$ cat config.mk
export PLATFORM = sky130hd
export DESIGN_NAME = i2c_master_byte_engine_flat
export DESIGN_NICKNAME = d
export VERILOG_FILES = /design/src/hdl/i2cm_pkg.sv /design/src/hdl/i2cm_if.sv /design/src/hdl/i2c_master_byte_engine.sv /design/src/flat_wrapper.sv
export SDC_FILE = /design/constraint.sdc
export NUM_CORES = 1
export LEC_CHECK = 0
export ABC_CLOCK_PERIOD_IN_PS = 4100
export BUFFER_PORTS_ARGS = -buffer_cell sky130_fd_sc_hd__buf_2
export CORE_MARGIN = 8
export CORE_UTILIZATION = 45
export CTS_BUF_LIST = sky130_fd_sc_hd__clkbuf_8
export CTS_CLUSTER_DIAMETER = 100
export DETAILED_ROUTE_END_ITERATION = 12
export SYNTH_ARGS = -nofsm -noshare
export SYNTH_HDL_FRONTEND = slang
export SYNTH_SLANG_ARGS = --single-unit
$ cat constraint.sdc
create_clock -name clk_i -period 4.1 [get_ports clk_i]
set_clock_uncertainty 0.1 [all_clocks]
set_input_delay 0 -clock clk_i [delete_from_list [all_inputs] [get_ports clk_i]]
set_output_delay 0 -clock clk_i [all_outputs]
set_load 0.01 [all_outputs]
$ cat src/hdl/i2cm_pkg.sv
// Shared types and constants of the I2C master byte engine.
package i2cm_pkg;

  // Command codes carried in req_type
  typedef enum logic [2:0] {
    CMD_START = 3'd0,
    CMD_STOP  = 3'd1,
    CMD_WRITE = 3'd2,
    CMD_ACK   = 3'd3,
    CMD_READ  = 3'd4
  } cmd_e;

  localparam int unsigned DELAY_W    = 16;
  localparam int unsigned HD_W       = 16;
  localparam int unsigned STEP_W     = 5;
  localparam int unsigned BYTE_BITS  = 8;

  localparam logic [HD_W-1:0] HALF_DELAY_RESET = HD_W'(10);

  // Phases per command sequence
  localparam logic [STEP_W-1:0] START_PHASES = STEP_W'(3);
  localparam logic [STEP_W-1:0] STOP_PHASES  = STEP_W'(1);
  localparam logic [STEP_W-1:0] WRITE_PHASES = STEP_W'(BYTE_BITS * 3);
  localparam logic [STEP_W-1:0] ACK_PHASES   = STEP_W'(3);
  localparam logic [STEP_W-1:0] READ_PHASES  = STEP_W'(BYTE_BITS * 2 + 3);

  // Read sequence landmarks
  localparam logic [STEP_W-1:0] READ_ACK_PHASE = STEP_W'(BYTE_BITS * 2);
  localparam logic [STEP_W-1:0] READ_SCL_PHASE = STEP_W'(BYTE_BITS * 2 + 1);

endpackage

$ cat src/hdl/i2cm_if.sv
// Channel interfaces of the I2C master byte engine: tick items, results, config writes.
interface i2cm_item_if;
  logic       valid;
  logic       ready;
  logic       sda_in;
  logic       cmd_valid;
  logic [2:0] req_type;
  logic [7:0] tx_byte;
  logic       send_ack;

  modport source (output valid, sda_in, cmd_valid, req_type, tx_byte, send_ack,
                  input ready);
  modport sink   (input valid, sda_in, cmd_valid, req_type, tx_byte, send_ack,
                  output ready);
endinterface

interface i2cm_res_if;
  logic       valid;
  logic       ready;
  logic       scl_out;
  logic       sda_out;
  logic       busy_res;
  logic       done_res;
  logic [7:0] rx_byte;
  logic       ack_missing;

  modport source (output valid, scl_out, sda_out, busy_res, done_res, rx_byte, ack_missing,
                  input ready);
  modport sink   (input valid, scl_out, sda_out, busy_res, done_res, rx_byte, ack_missing,
                   output ready);
endinterface

interface i2cm_cfg_if;
  logic                      valid;
  logic                      ready;
  logic [i2cm_pkg::HD_W-1:0] data;

  modport source (output valid, data, input ready);
  modport sink   (input valid, data, output ready);
endinterface

$ cat src/hdl/i2c_master_byte_engine.sv
// I2C master byte engine: one bus tick per item, pin levels and status per result.
// Each accepted item is one bus tick and yields exactly one result; an item is
// taken every clock cycle as long as the result register is
// empty or being drained, so the result register is the only thing that sets the
// rate. A command (start, stop, write byte, ack check, read byte with ACK/NACK)
// is taken only on a tick that finds the engine idle; every pin change is then
// held for half_delay ticks (0 counts as 1), and the tick after the last phase
// applies any final pin change (stop, read) and pulses done_res. The half_delay register is
// written through the config channel, which is always ready.
module i2c_master_byte_engine (
  input  logic         clk_i,
  input  logic         rst_ni,
  i2cm_item_if.sink    item_i,
  i2cm_res_if.source   res_o,
  i2cm_cfg_if.sink     cfg_i
);

  logic [i2cm_pkg::HD_W-1:0]    half_delay_q;
  logic [i2cm_pkg::STEP_W-1:0]  step_q, step_d;
  i2cm_pkg::cmd_e               kind_q, kind_d;
  logic [1:0]                   sub_q, sub_d;
  logic [7:0]                   shift_q, shift_d;
  logic [i2cm_pkg::DELAY_W-1:0] delay_q, delay_d;
  logic                         aar_q, aar_d;
  logic                         scl_q, scl_d;
  logic                         sda_q, sda_d;
  logic [7:0]                   cap_q, cap_d;
  logic                         ack_q, ack_d;
  logic                         done_d;
  logic                         out_valid_q;
  logic                         item_acc;

  // Item flow: take a tick whenever the result register can be refilled
  assign item_i.ready = !out_valid_q || res_o.ready;
  assign item_acc     = item_i.valid && item_i.ready;
  assign cfg_i.ready  = 1'b1;
  assign res_o.valid  = out_valid_q;

  // Phase count of the running sequence
  function automatic logic [i2cm_pkg::STEP_W-1:0] phase_cnt(i2cm_pkg::cmd_e k);
    logic [i2cm_pkg::STEP_W-1:0] n;
    case (k)
      i2cm_pkg::CMD_START: n = i2cm_pkg::START_PHASES;
      i2cm_pkg::CMD_STOP:  n = i2cm_pkg::STOP_PHASES;
      i2cm_pkg::CMD_WRITE: n = i2cm_pkg::WRITE_PHASES;
      i2cm_pkg::CMD_ACK:   n = i2cm_pkg::ACK_PHASES;
      default:             n = i2cm_pkg::READ_PHASES;
    endcase
    return n;
  endfunction

  // Next state for one tick
  always_comb begin
    logic                         enter;
    logic [i2cm_pkg::STEP_W-1:0]  p;
    logic [1:0]                   r;
    logic [i2cm_pkg::DELAY_W-1:0] hd;
    step_d  = step_q;
    kind_d  = kind_q;
    sub_d   = sub_q;
    shift_d = shift_q;
    delay_d = delay_q;
    aar_d   = aar_q;
    scl_d   = scl_q;
    sda_d   = sda_q;
    cap_d   = cap_q;
    ack_d   = ack_q;
    done_d  = 1'b0;
    enter   = 1'b0;
    p       = step_q;
    r       = 2'd0;
    hd      = half_delay_q[i2cm_pkg::DELAY_W-1:0];
    if (hd == '0) begin
      hd = i2cm_pkg::DELAY_W'(1);
    end

    if (step_q == '0) begin
      // Idle: accept a known command
      if (item_i.cmd_valid && (item_i.req_type <= 3'(i2cm_pkg::CMD_READ))) begin
        kind_d  = i2cm_pkg::cmd_e'(item_i.req_type);
        shift_d = (kind_d == i2cm_pkg::CMD_WRITE) ? item_i.tx_byte : 8'h00;
        aar_d   = item_i.send_ack;
        sub_d   = 2'd0;
        p       = '0;
        enter   = 1'b1;
      end
    end else if (delay_q > i2cm_pkg::DELAY_W'(1)) begin
      delay_d = delay_q - i2cm_pkg::DELAY_W'(1);
    end else if (step_q < phase_cnt(kind_q)) begin
      enter = 1'b1;
    end else begin
      // Completion: final pin change
      if (kind_q == i2cm_pkg::CMD_STOP) begin
        sda_d = 1'b1;
      end
      if (kind_q == i2cm_pkg::CMD_READ) begin
        sda_d = 1'b1;
        cap_d = shift_q;
      end
      step_d  = '0;
      delay_d = '0;
      done_d  = 1'b1;
    end

    if (enter) begin
      r = sub_d;
      case (kind_d)
        i2cm_pkg::CMD_START: begin
          if (p == i2cm_pkg::STEP_W'(0)) begin
            sda_d = 1'b1;
            scl_d = 1'b1;
          end else if (p == i2cm_pkg::STEP_W'(1)) begin
            sda_d = 1'b0;
          end else begin
            scl_d = 1'b0;
          end
        end
        i2cm_pkg::CMD_STOP: begin
          sda_d = 1'b0;
          scl_d = 1'b1;
        end
        i2cm_pkg::CMD_WRITE: begin
          if (r == 2'd0) begin
            scl_d   = 1'b0;
            sda_d   = shift_d[7];
            shift_d = {shift_d[6:0], 1'b0};
          end else if (r == 2'd1) begin
            scl_d = 1'b1;
          end else begin
            scl_d = 1'b0;
          end
        end
        i2cm_pkg::CMD_ACK: begin
          if (p == i2cm_pkg::STEP_W'(0)) begin
            sda_d = 1'b1;
          end else if (p == i2cm_pkg::STEP_W'(1)) begin
            scl_d = 1'b1;
          end else begin
            ack_d = item_i.sda_in;
            scl_d = 1'b0;
          end
        end
        default: begin
          // Read byte, then ACK or NACK
          if (p < i2cm_pkg::READ_ACK_PHASE) begin
            if (!p[0]) begin
              scl_d = 1'b0;
            end else begin
              scl_d   = 1'b1;
              shift_d = {shift_d[6:0], item_i.sda_in};
            end
          end else if (p == i2cm_pkg::READ_ACK_PHASE) begin
            sda_d = !aar_d;
          end else if (p == i2cm_pkg::READ_SCL_PHASE) begin
            scl_d = 1'b1;
          end else begin
            scl_d = 1'b0;
          end
        end
      endcase
      // Track the phase within a write bit
      sub_d   = (r == 2'd2) ? 2'd0 : r + 2'd1;
      step_d  = p + i2cm_pkg::STEP_W'(1);
      delay_d = hd;
    end
  end

  // Hold engine state, config and result register
  always_ff @(posedge clk_i or negedge rst_ni) begin
    if (!rst_ni) begin
      half_delay_q <= i2cm_pkg::HALF_DELAY_RESET;
      step_q       <= '0;
      kind_q       <= i2cm_pkg::CMD_START;
      sub_q        <= 2'd0;
      shift_q      <= 8'h00;
      delay_q      <= '0;
      aar_q        <= 1'b0;
      scl_q        <= 1'b1;
      sda_q        <= 1'b1;
      cap_q        <= 8'h00;
      ack_q        <= 1'b0;
      out_valid_q  <= 1'b0;
    end else begin
      if (cfg_i.valid) begin
        half_delay_q <= cfg_i.data;
      end
      if (item_acc) begin
        step_q  <= step_d;
        kind_q  <= kind_d;
        sub_q   <= sub_d;
        shift_q <= shift_d;
        delay_q <= delay_d;
        aar_q   <= aar_d;
        scl_q   <= scl_d;
        sda_q   <= sda_d;
        cap_q   <= cap_d;
        ack_q   <= ack_d;
      end
      if (item_acc) begin
        out_valid_q <= 1'b1;
      end else if (res_o.ready) begin
        out_valid_q <= 1'b0;
      end
    end
  end

  // Load result payload for each accepted tick
  always_ff @(posedge clk_i) begin
    if (item_acc) begin
      res_o.scl_out     <= scl_d;
      res_o.sda_out     <= sda_d;
      res_o.busy_res    <= (step_d != '0);
      res_o.done_res    <= done_d;
      res_o.rx_byte     <= cap_d;
      res_o.ack_missing <= ack_d;
    end
  end

endmodule

$ cat src/flat_wrapper.sv
// flat-port wrapper written by rule: the top's interface ports become plain ports
module i2c_master_byte_engine_flat 
  (clk_i, rst_ni, item_i_valid, item_i_sda_in, item_i_cmd_valid, item_i_req_type, item_i_tx_byte, item_i_send_ack, item_i_ready, res_o_valid, res_o_scl_out, res_o_sda_out, res_o_busy_res, res_o_done_res, res_o_rx_byte, res_o_ack_missing, res_o_ready, cfg_i_valid, cfg_i_data, cfg_i_ready);
  i2cm_item_if item_i_i ();
  i2cm_res_if res_o_i ();
  i2cm_cfg_if cfg_i_i ();
  input  logic clk_i;
  input  logic rst_ni;
  input wire logic [$bits(item_i_i.valid)-1:0] item_i_valid;
  input wire logic [$bits(item_i_i.sda_in)-1:0] item_i_sda_in;
  input wire logic [$bits(item_i_i.cmd_valid)-1:0] item_i_cmd_valid;
  input wire logic [$bits(item_i_i.req_type)-1:0] item_i_req_type;
  input wire logic [$bits(item_i_i.tx_byte)-1:0] item_i_tx_byte;
  input wire logic [$bits(item_i_i.send_ack)-1:0] item_i_send_ack;
  output wire logic [$bits(item_i_i.ready)-1:0] item_i_ready;
  output wire logic [$bits(res_o_i.valid)-1:0] res_o_valid;
  output wire logic [$bits(res_o_i.scl_out)-1:0] res_o_scl_out;
  output wire logic [$bits(res_o_i.sda_out)-1:0] res_o_sda_out;
  output wire logic [$bits(res_o_i.busy_res)-1:0] res_o_busy_res;
  output wire logic [$bits(res_o_i.done_res)-1:0] res_o_done_res;
  output wire logic [$bits(res_o_i.rx_byte)-1:0] res_o_rx_byte;
  output wire logic [$bits(res_o_i.ack_missing)-1:0] res_o_ack_missing;
  input wire logic [$bits(res_o_i.ready)-1:0] res_o_ready;
  input wire logic [$bits(cfg_i_i.valid)-1:0] cfg_i_valid;
  input wire logic [$bits(cfg_i_i.data)-1:0] cfg_i_data;
  output wire logic [$bits(cfg_i_i.ready)-1:0] cfg_i_ready;
  assign item_i_i.valid = item_i_valid;
  assign item_i_i.sda_in = item_i_sda_in;
  assign item_i_i.cmd_valid = item_i_cmd_valid;
  assign item_i_i.req_type = item_i_req_type;
  assign item_i_i.tx_byte = item_i_tx_byte;
  assign item_i_i.send_ack = item_i_send_ack;
  assign item_i_ready = item_i_i.ready;
  assign res_o_valid = res_o_i.valid;
  assign res_o_scl_out = res_o_i.scl_out;
  assign res_o_sda_out = res_o_i.sda_out;
  assign res_o_busy_res = res_o_i.busy_res;
  assign res_o_done_res = res_o_i.done_res;
  assign res_o_rx_byte = res_o_i.rx_byte;
  assign res_o_ack_missing = res_o_i.ack_missing;
  assign res_o_i.ready = res_o_ready;
  assign cfg_i_i.valid = cfg_i_valid;
  assign cfg_i_i.data = cfg_i_data;
  assign cfg_i_ready = cfg_i_i.ready;
  i2c_master_byte_engine u_core (.clk_i(clk_i), .rst_ni(rst_ni), .item_i(item_i_i), .res_o(res_o_i), .cfg_i(cfg_i_i));
endmodule
Word-level counts from Yosys, hierarchy flattened
Cells that the tools add are included.
{ "word_totals": {"register_bits": 76, "output_inout_bits": 16} }
{ "classes": {"add_sub_neg": 3, "magnitude_cmp": 4, "eq_ne": 15, "mux": 70, "n_reduce_logical": 17} }
{ "op_table": {"columns": ["cell", "count"], "rows": [
  ["$mux W8", 11],
  ["$mux W16", 5],
  ["$mux W5", 8],
  ["$mux W1", 36],
  ["$gt A16 B1 Y1 const B", 1],
  ["$logic_not A16 Y1", 1],
  ["$pmux W8 S2", 1],
  ["$sub A16 B1 Y16 const B", 1],
  ["$eq A3 B2 Y1 const B", 5],
  ["$pmux W5 S3", 1],
  ["$eq A5 B5 Y1 const B", 2],
  ["$logic_not A5 Y1", 2],
  ["$mux W2", 4],
  ["$pmux W1 S4", 2],
  ["$eq A3 B1 Y1 const B", 2],
  ["$logic_not A3 Y1", 2],
  ["$mux W3", 2],
  ["$add A5 B1 Y5 const B", 1],
  ["$eq A5 B1 Y1 const B", 1],
  ["$lt A5 B5 Y1", 1],
  ["$lt A5 B5 Y1 const B", 1],
  ["$reduce_bool A5 Y1", 1],
  ["$reduce_or A2 Y1", 2],
  ["$eq A3 B3 Y1 const B", 1],
  ["13 further kinds", 15]
]} }

Depth between registers and ports, before layout
{ "logic_depth": {"ltp_word": 13, "mapped_depth": 11, "depth_no_buf": 9} }

Worst setup path before layout
OpenSTA, ideal clock, no wires.
{ "synth_timing": {"path_type": "reg-to-reg", "startpoint": "register u_core.kind_q[0]", "endpoint": "register u_core.res_o.rx_byte[4] (data pin)", "arrival_time_ns": 2.822, "t_required_ns": 3.740, "setup_slack_ns": 0.918, "stages_incl_launch_ff": 11, "path_cell_list": "dfrtp_1 nor3b_1 inv_1 ha_1 and4b_1 o21ai_1 a211o_1 or4_4 buf_6 clkbuf_1 mux2_2"} }
{ "synth_between": {"elab_chain_len": 9} }
{ "synth_rtl": {"columns": ["element", "line", "text"], "rows": [
  ["start, declared", "i2c_master_byte_engine.sv:20", "i2cm_pkg::cmd_e kind_q, kind_d;"],
  ["start signal, assigned", "i2c_master_byte_engine.sv:173", "kind_q <= i2cm_pkg::CMD_START;"],
  ["start signal, assigned", "i2c_master_byte_engine.sv:189", "kind_q <= kind_d;"],
  ["$eq A3 B2 Y1 or $logic_not A3 Y1 (tied branches)", "i2c_master_byte_engine.sv:42", "case (k)"],
  ["$reduce_or A2 Y1 (no line)", null, null],
  ["$pmux W5 S3", "i2c_master_byte_engine.sv:42", null],
  ["$mux W5", "i2c_master_byte_engine.sv:87", "end else if (delay_q > i2cm_pkg::DELAY_W'(1)) begin"],
  ["$mux W5", "i2c_master_byte_engine.sv:77", "if (step_q == '0) begin"],
  ["$lt A5 B5 Y1", "i2c_master_byte_engine.sv:89", "end else if (step_q < phase_cnt(kind_q)) begin"],
  ["$mux W8 (*)", "i2c_master_byte_engine.sv:89", null],
  ["$mux W8 (*)", "i2c_master_byte_engine.sv:87", null],
  ["$mux W8 (*)", "i2c_master_byte_engine.sv:77", null],
  ["net u_core.cap_d[4]", "i2c_master_byte_engine.sv:27", "logic [7:0] cap_q, cap_d;"],
  ["end signal, assigned", "i2c_master_byte_engine.sv:214", "res_o.rx_byte <= cap_d;"],
  ["end, declared", "i2cm_if.sv:27", "modport source (output valid, scl_out, sda_out, busy_res, done_res, rx_byte, ack_missing,"]
]} }
The timed path passes the listed nets; every way through them passes the cells marked *. The select of a mux whose other input is x is not followed.
A chain may end at the register's enable or synchronous reset.

Worst setup path in the final report
{ "layout_timing": {"startpoint": "register u_core.kind_q[2]", "endpoint": "register u_core.cap_q[0]"} }
{ "layout_between": {"elab_chain_len": 9} }
{ "layout_rtl": {"columns": ["element", "line", "text"], "rows": [
  ["$eq A3 B2 Y1 or $logic_not A3 Y1 (tied branches)", "i2c_master_byte_engine.sv:42", null],
  ["$reduce_or A2 Y1 (no line)", null, null],
  ["$pmux W5 S3", "i2c_master_byte_engine.sv:42", null],
  ["$mux W5", "i2c_master_byte_engine.sv:87", null],
  ["$mux W5", "i2c_master_byte_engine.sv:77", null],
  ["$lt A5 B5 Y1", "i2c_master_byte_engine.sv:89", null],
  ["$mux W8 (*)", "i2c_master_byte_engine.sv:89", null],
  ["$mux W8 (*)", "i2c_master_byte_engine.sv:87", null],
  ["$mux W8 (*)", "i2c_master_byte_engine.sv:77", null],
  ["end signal, assigned", "i2c_master_byte_engine.sv:196", "cap_q <= cap_d;"],
  ["end, declared", "i2c_master_byte_engine.sv:27", null]
]} }
Every way passes the cells marked *; elsewhere a longest branch is shown, timed or not. The select of a mux whose other input is x is not followed.

==> out/qor.csv <==
stage,metric,value,unit
run_status,status,"finished, final reports clean",
synth,synth-edff-count,13,
job,cap_violations,0,
hold_path,hp-class,input port to flip-flop,
clocking,hold_buffers,27,
critical_path,r2r-start,u_core.kind_q[2],
sta,rsz0062_at_grt,no,
power,power.switching,1.19,mW
clocking,cts.sinks,76,
cells_and_area,diodes,0,
clocking,cts_tree,built,
placement,detailed_place_hpwl,8060,µm
global_routing,grt_pass1_wl,18900,µm
clocking,clock_latency,0.36,ns
floorplanning,dieArea,13100,µm²
cells_and_area,fillers,886,
placement,gp_congestion,0.931,
sta,tightest_slew,0.928,ns
sta,slew_violations,0,
routing,drtIter0Drc,136,
placement,dp_cells,609,
power,power_density,555,nW/µm²
synth,synth_area,4340,µm²
placement,io_buffers,49,
synth,ys_seq_elements,76,
power,p_leak,2.17,nW
critical_path,critPathRequiredTime,4.25,ns
clocking,htree_levels,3,
global_routing,grt_overflow,0,
routing,drc,0,
cells_and_area,area_delta_synth_final,18.8,%
routing,ant_nets,0,
synth,netlist-cell-type-count,65,
sta,fmax,286,MHz
global_routing,antenna_found_initial,0,
sta,finalSetupViolations,0,
synth,avgSynthCellArea,9.76,µm²
power,ir_worst_vdd,0.000302,V
floorplanning,initial_core_util,45.5,%
critical_path,cp_max_fo,15,
clocking,path_clk_slew,0.09,ns
critical_path,worstSetupPathType,flip-flop to flip-flop,
floorplanning,die_h,114,µm
power,pwr-share-clk,18.2,%
floorplanning,rows,36,
synth,yosys_warnings,0,
global_routing,grt_pass1_vias,3673,
floorplanning,die-width,114,µm
power,combPwrFrac,40.2,%
floorplanning,io_pins,51,
clocking,postCtsResizedCells,0,
sta,finalHoldViolCount,0,
critical_path,critPathArrivalTime,3.64,ns
routing,dr.pass1.iters,4,
cells_and_area,fin_nets,557,
routing,avgRoutedWirePerCell,17.7,µm
synth,syn-num-nets,488,
sta,tns,0,ns
clocking,clk_path_buf_depth,2,
cells_and_area,drive_gt1_share,23.3,%
power,swShare,41.6,%
synth,synthFlopType,dfrtp_1,
sta,hold_ws,0.0411,ns
sta,relSlewSlack,38.1,%
routing,viasPerCell,5.81,
clocking,cts_root_buffer,clkbuf_8,
clocking,numCtsBuffers,9,
global_routing,track_usage,18.3,%
synth,synth_async_sr_flop_share,82.9,%
global_routing,grt_max_degree,41,
critical_path,cp-startpoint,u_core.kind_q[2],
sta,fin_crit,3.50,ns
synth,yosysSeqAreaShare,45.4,%
cells_and_area,instances_no_fill,652,
critical_path,crit_path_start_kind,flip-flop,
clocking,post_cts_buffers,0,
critical_path,cp-end-kind,flip-flop,
routing,routed_wl,11500,µm
power,seqPwrFrac,41.6,%
floorplanning,core-area,9550,µm²
sta,post-route-period-util,85.3,%
hold_path,hp-start,item_i_tx_byte[3],
power,p_int,1.67,mW
synth,syn_inst,445,
routing,vias,3791,
## through the flow
step           instance area (µm²)  setup WS [ns]  utilization (%)  total power [mW]
2_1_floorplan                 4340          0.918                -              1.99
3_3_place_gp                  4720          0.754             49.4              2.30
3_5_place_dp                  4720          0.641             49.4              2.32
4_1_cts                       5160          0.635             54.1              2.88
5_1_grt                       5160          0.273             54.1              3.07
6_report                      5160          0.602             54.1              2.87
## cell families after synthesis
family / after synthesis / share of synthesized area, %
buffers and inverters: 46 / 4.44
other: 1 / 0.0863
DFF: 76 / 45.4
AOI/OAI and AO/OA: 151 / 22.1
adders and majority gates: 8 / 2.30
xor gates and xnor gates: 2 / 0.403
and+or+nand+nor: 125 / 15.6
muxes: 36 / 9.68
## flip-flops by register name (all words and copies together) (netlist names), 2 cells and up
name,cells
u_core.shift_q,8
u_core.delay_q,16
u_core.step_q,5
u_core.sub_q,2
u_core.res_o.rx_byte,8
u_core.kind_q,3
u_core.cap_q,8
u_core.half_delay_q,16
## path summary, 6_finish.rpt
kind                       slack, ns  cells after the start                      to
min in group asynchronous       0.21                      2         u_core.cap_q[3]
max reg2reg                     0.60                      9         u_core.cap_q[0]
min                             0.04                      4       u_core.shift_q[3]
min reg2reg                     0.42                      1            u_core.ack_q
max in group asynchronous       2.76                      3  u_core.half_delay_q[3]
max                             0.60                      9         u_core.cap_q[0]
## area by class of cell
cell class	instances	area [µm²]	share of cell area (%)
multi-input combinational	323	2190	42.3
sequential	76	1970	38.2
timing repair buffer	88	606	11.7
tap	133	166	3.22
clock buffer	9	124	2.40
inverter	16	60.1	1.16
clock inverter	7	48.8	0.945
## routing by layer
layer | global-route usage [%] | vias up | part of all wire (%)
li1 | - | 1819 | -
met1 | 23.5 | 1821 | 44
met2 | 29.6 | 132 | 48
met3 | 3.90 | 19 | 6.1
met4 | 6.65 | 0 | 1.8
met5 | 0 | - | 0
## power groups by stage
| stage | clock network (mW) | registers [mW] | logic (mW) |
|---|---|---|---|
| after floorplan | 0 | 1.11 | 0.871 |
| after global placement | 0 | 1.19 | 1.11 |
| after detailed placement | 0 | 1.20 | 1.12 |
| after CTS | 0.542 | 1.19 | 1.15 |
| after global routing | 0.569 | 1.22 | 1.28 |
| final | 0.521 | 1.19 | 1.15 |
## worst max-delay path, cell delays in order (launching register included)
cell and delay, ns:
dfrtp_1 0.51, nor3b_1 0.51, inv_1 0.10, ha_1 0.31, and4b_1 0.19, o21ai_1 0.16
a211o_1 0.35, or4_4 0.61, nand2b_4 0.24, mux2_4 0.31
## cells in the mapped netlist (9+ instances only)
library cell	instances	area share (%)
dfrtp_1	59	34
o21ai_0	49	5.6
a21oi_1	33	3.8
mux2_2	28	7.3
clkbuf_1	25	2.2
nor2_1	25	2.2
nand2_1	21	1.8
inv_1	16	1.4
edfxtp_1	13	9.0
nand3_1	13	1.5
nor3_1	13	1.5
a31oi_1	9	1.3
a32oi_1	9	1.8
## placed cells by master (no fill, tap or decap), drive strengths merged, types with 3 or more instances in the layout
cell type / count
o21ai: 52
nand2b: 7
a31oi: 9
o31ai: 5
nor2: 25
clkinv: 5
nand3: 13
and3: 8
nor2b: 5
mux2: 33
o22ai: 3
a32oi: 9
or4: 3
a41oi: 3
dlygate4sd3: 27
clkbuf: 9
a22oi: 3
a21oi: 33
a221oi: 3
inv: 18
nand3b: 4
buf: 61
a21o: 3
ha: 8
dfrtp: 59
nor4: 8
and2: 5
dfstp: 4
nor3: 13
mux2i: 3
edfxtp: 13
nand2: 21
o211ai: 4
a221o: 4
or3: 5
(Power assumes the default switching activity.)
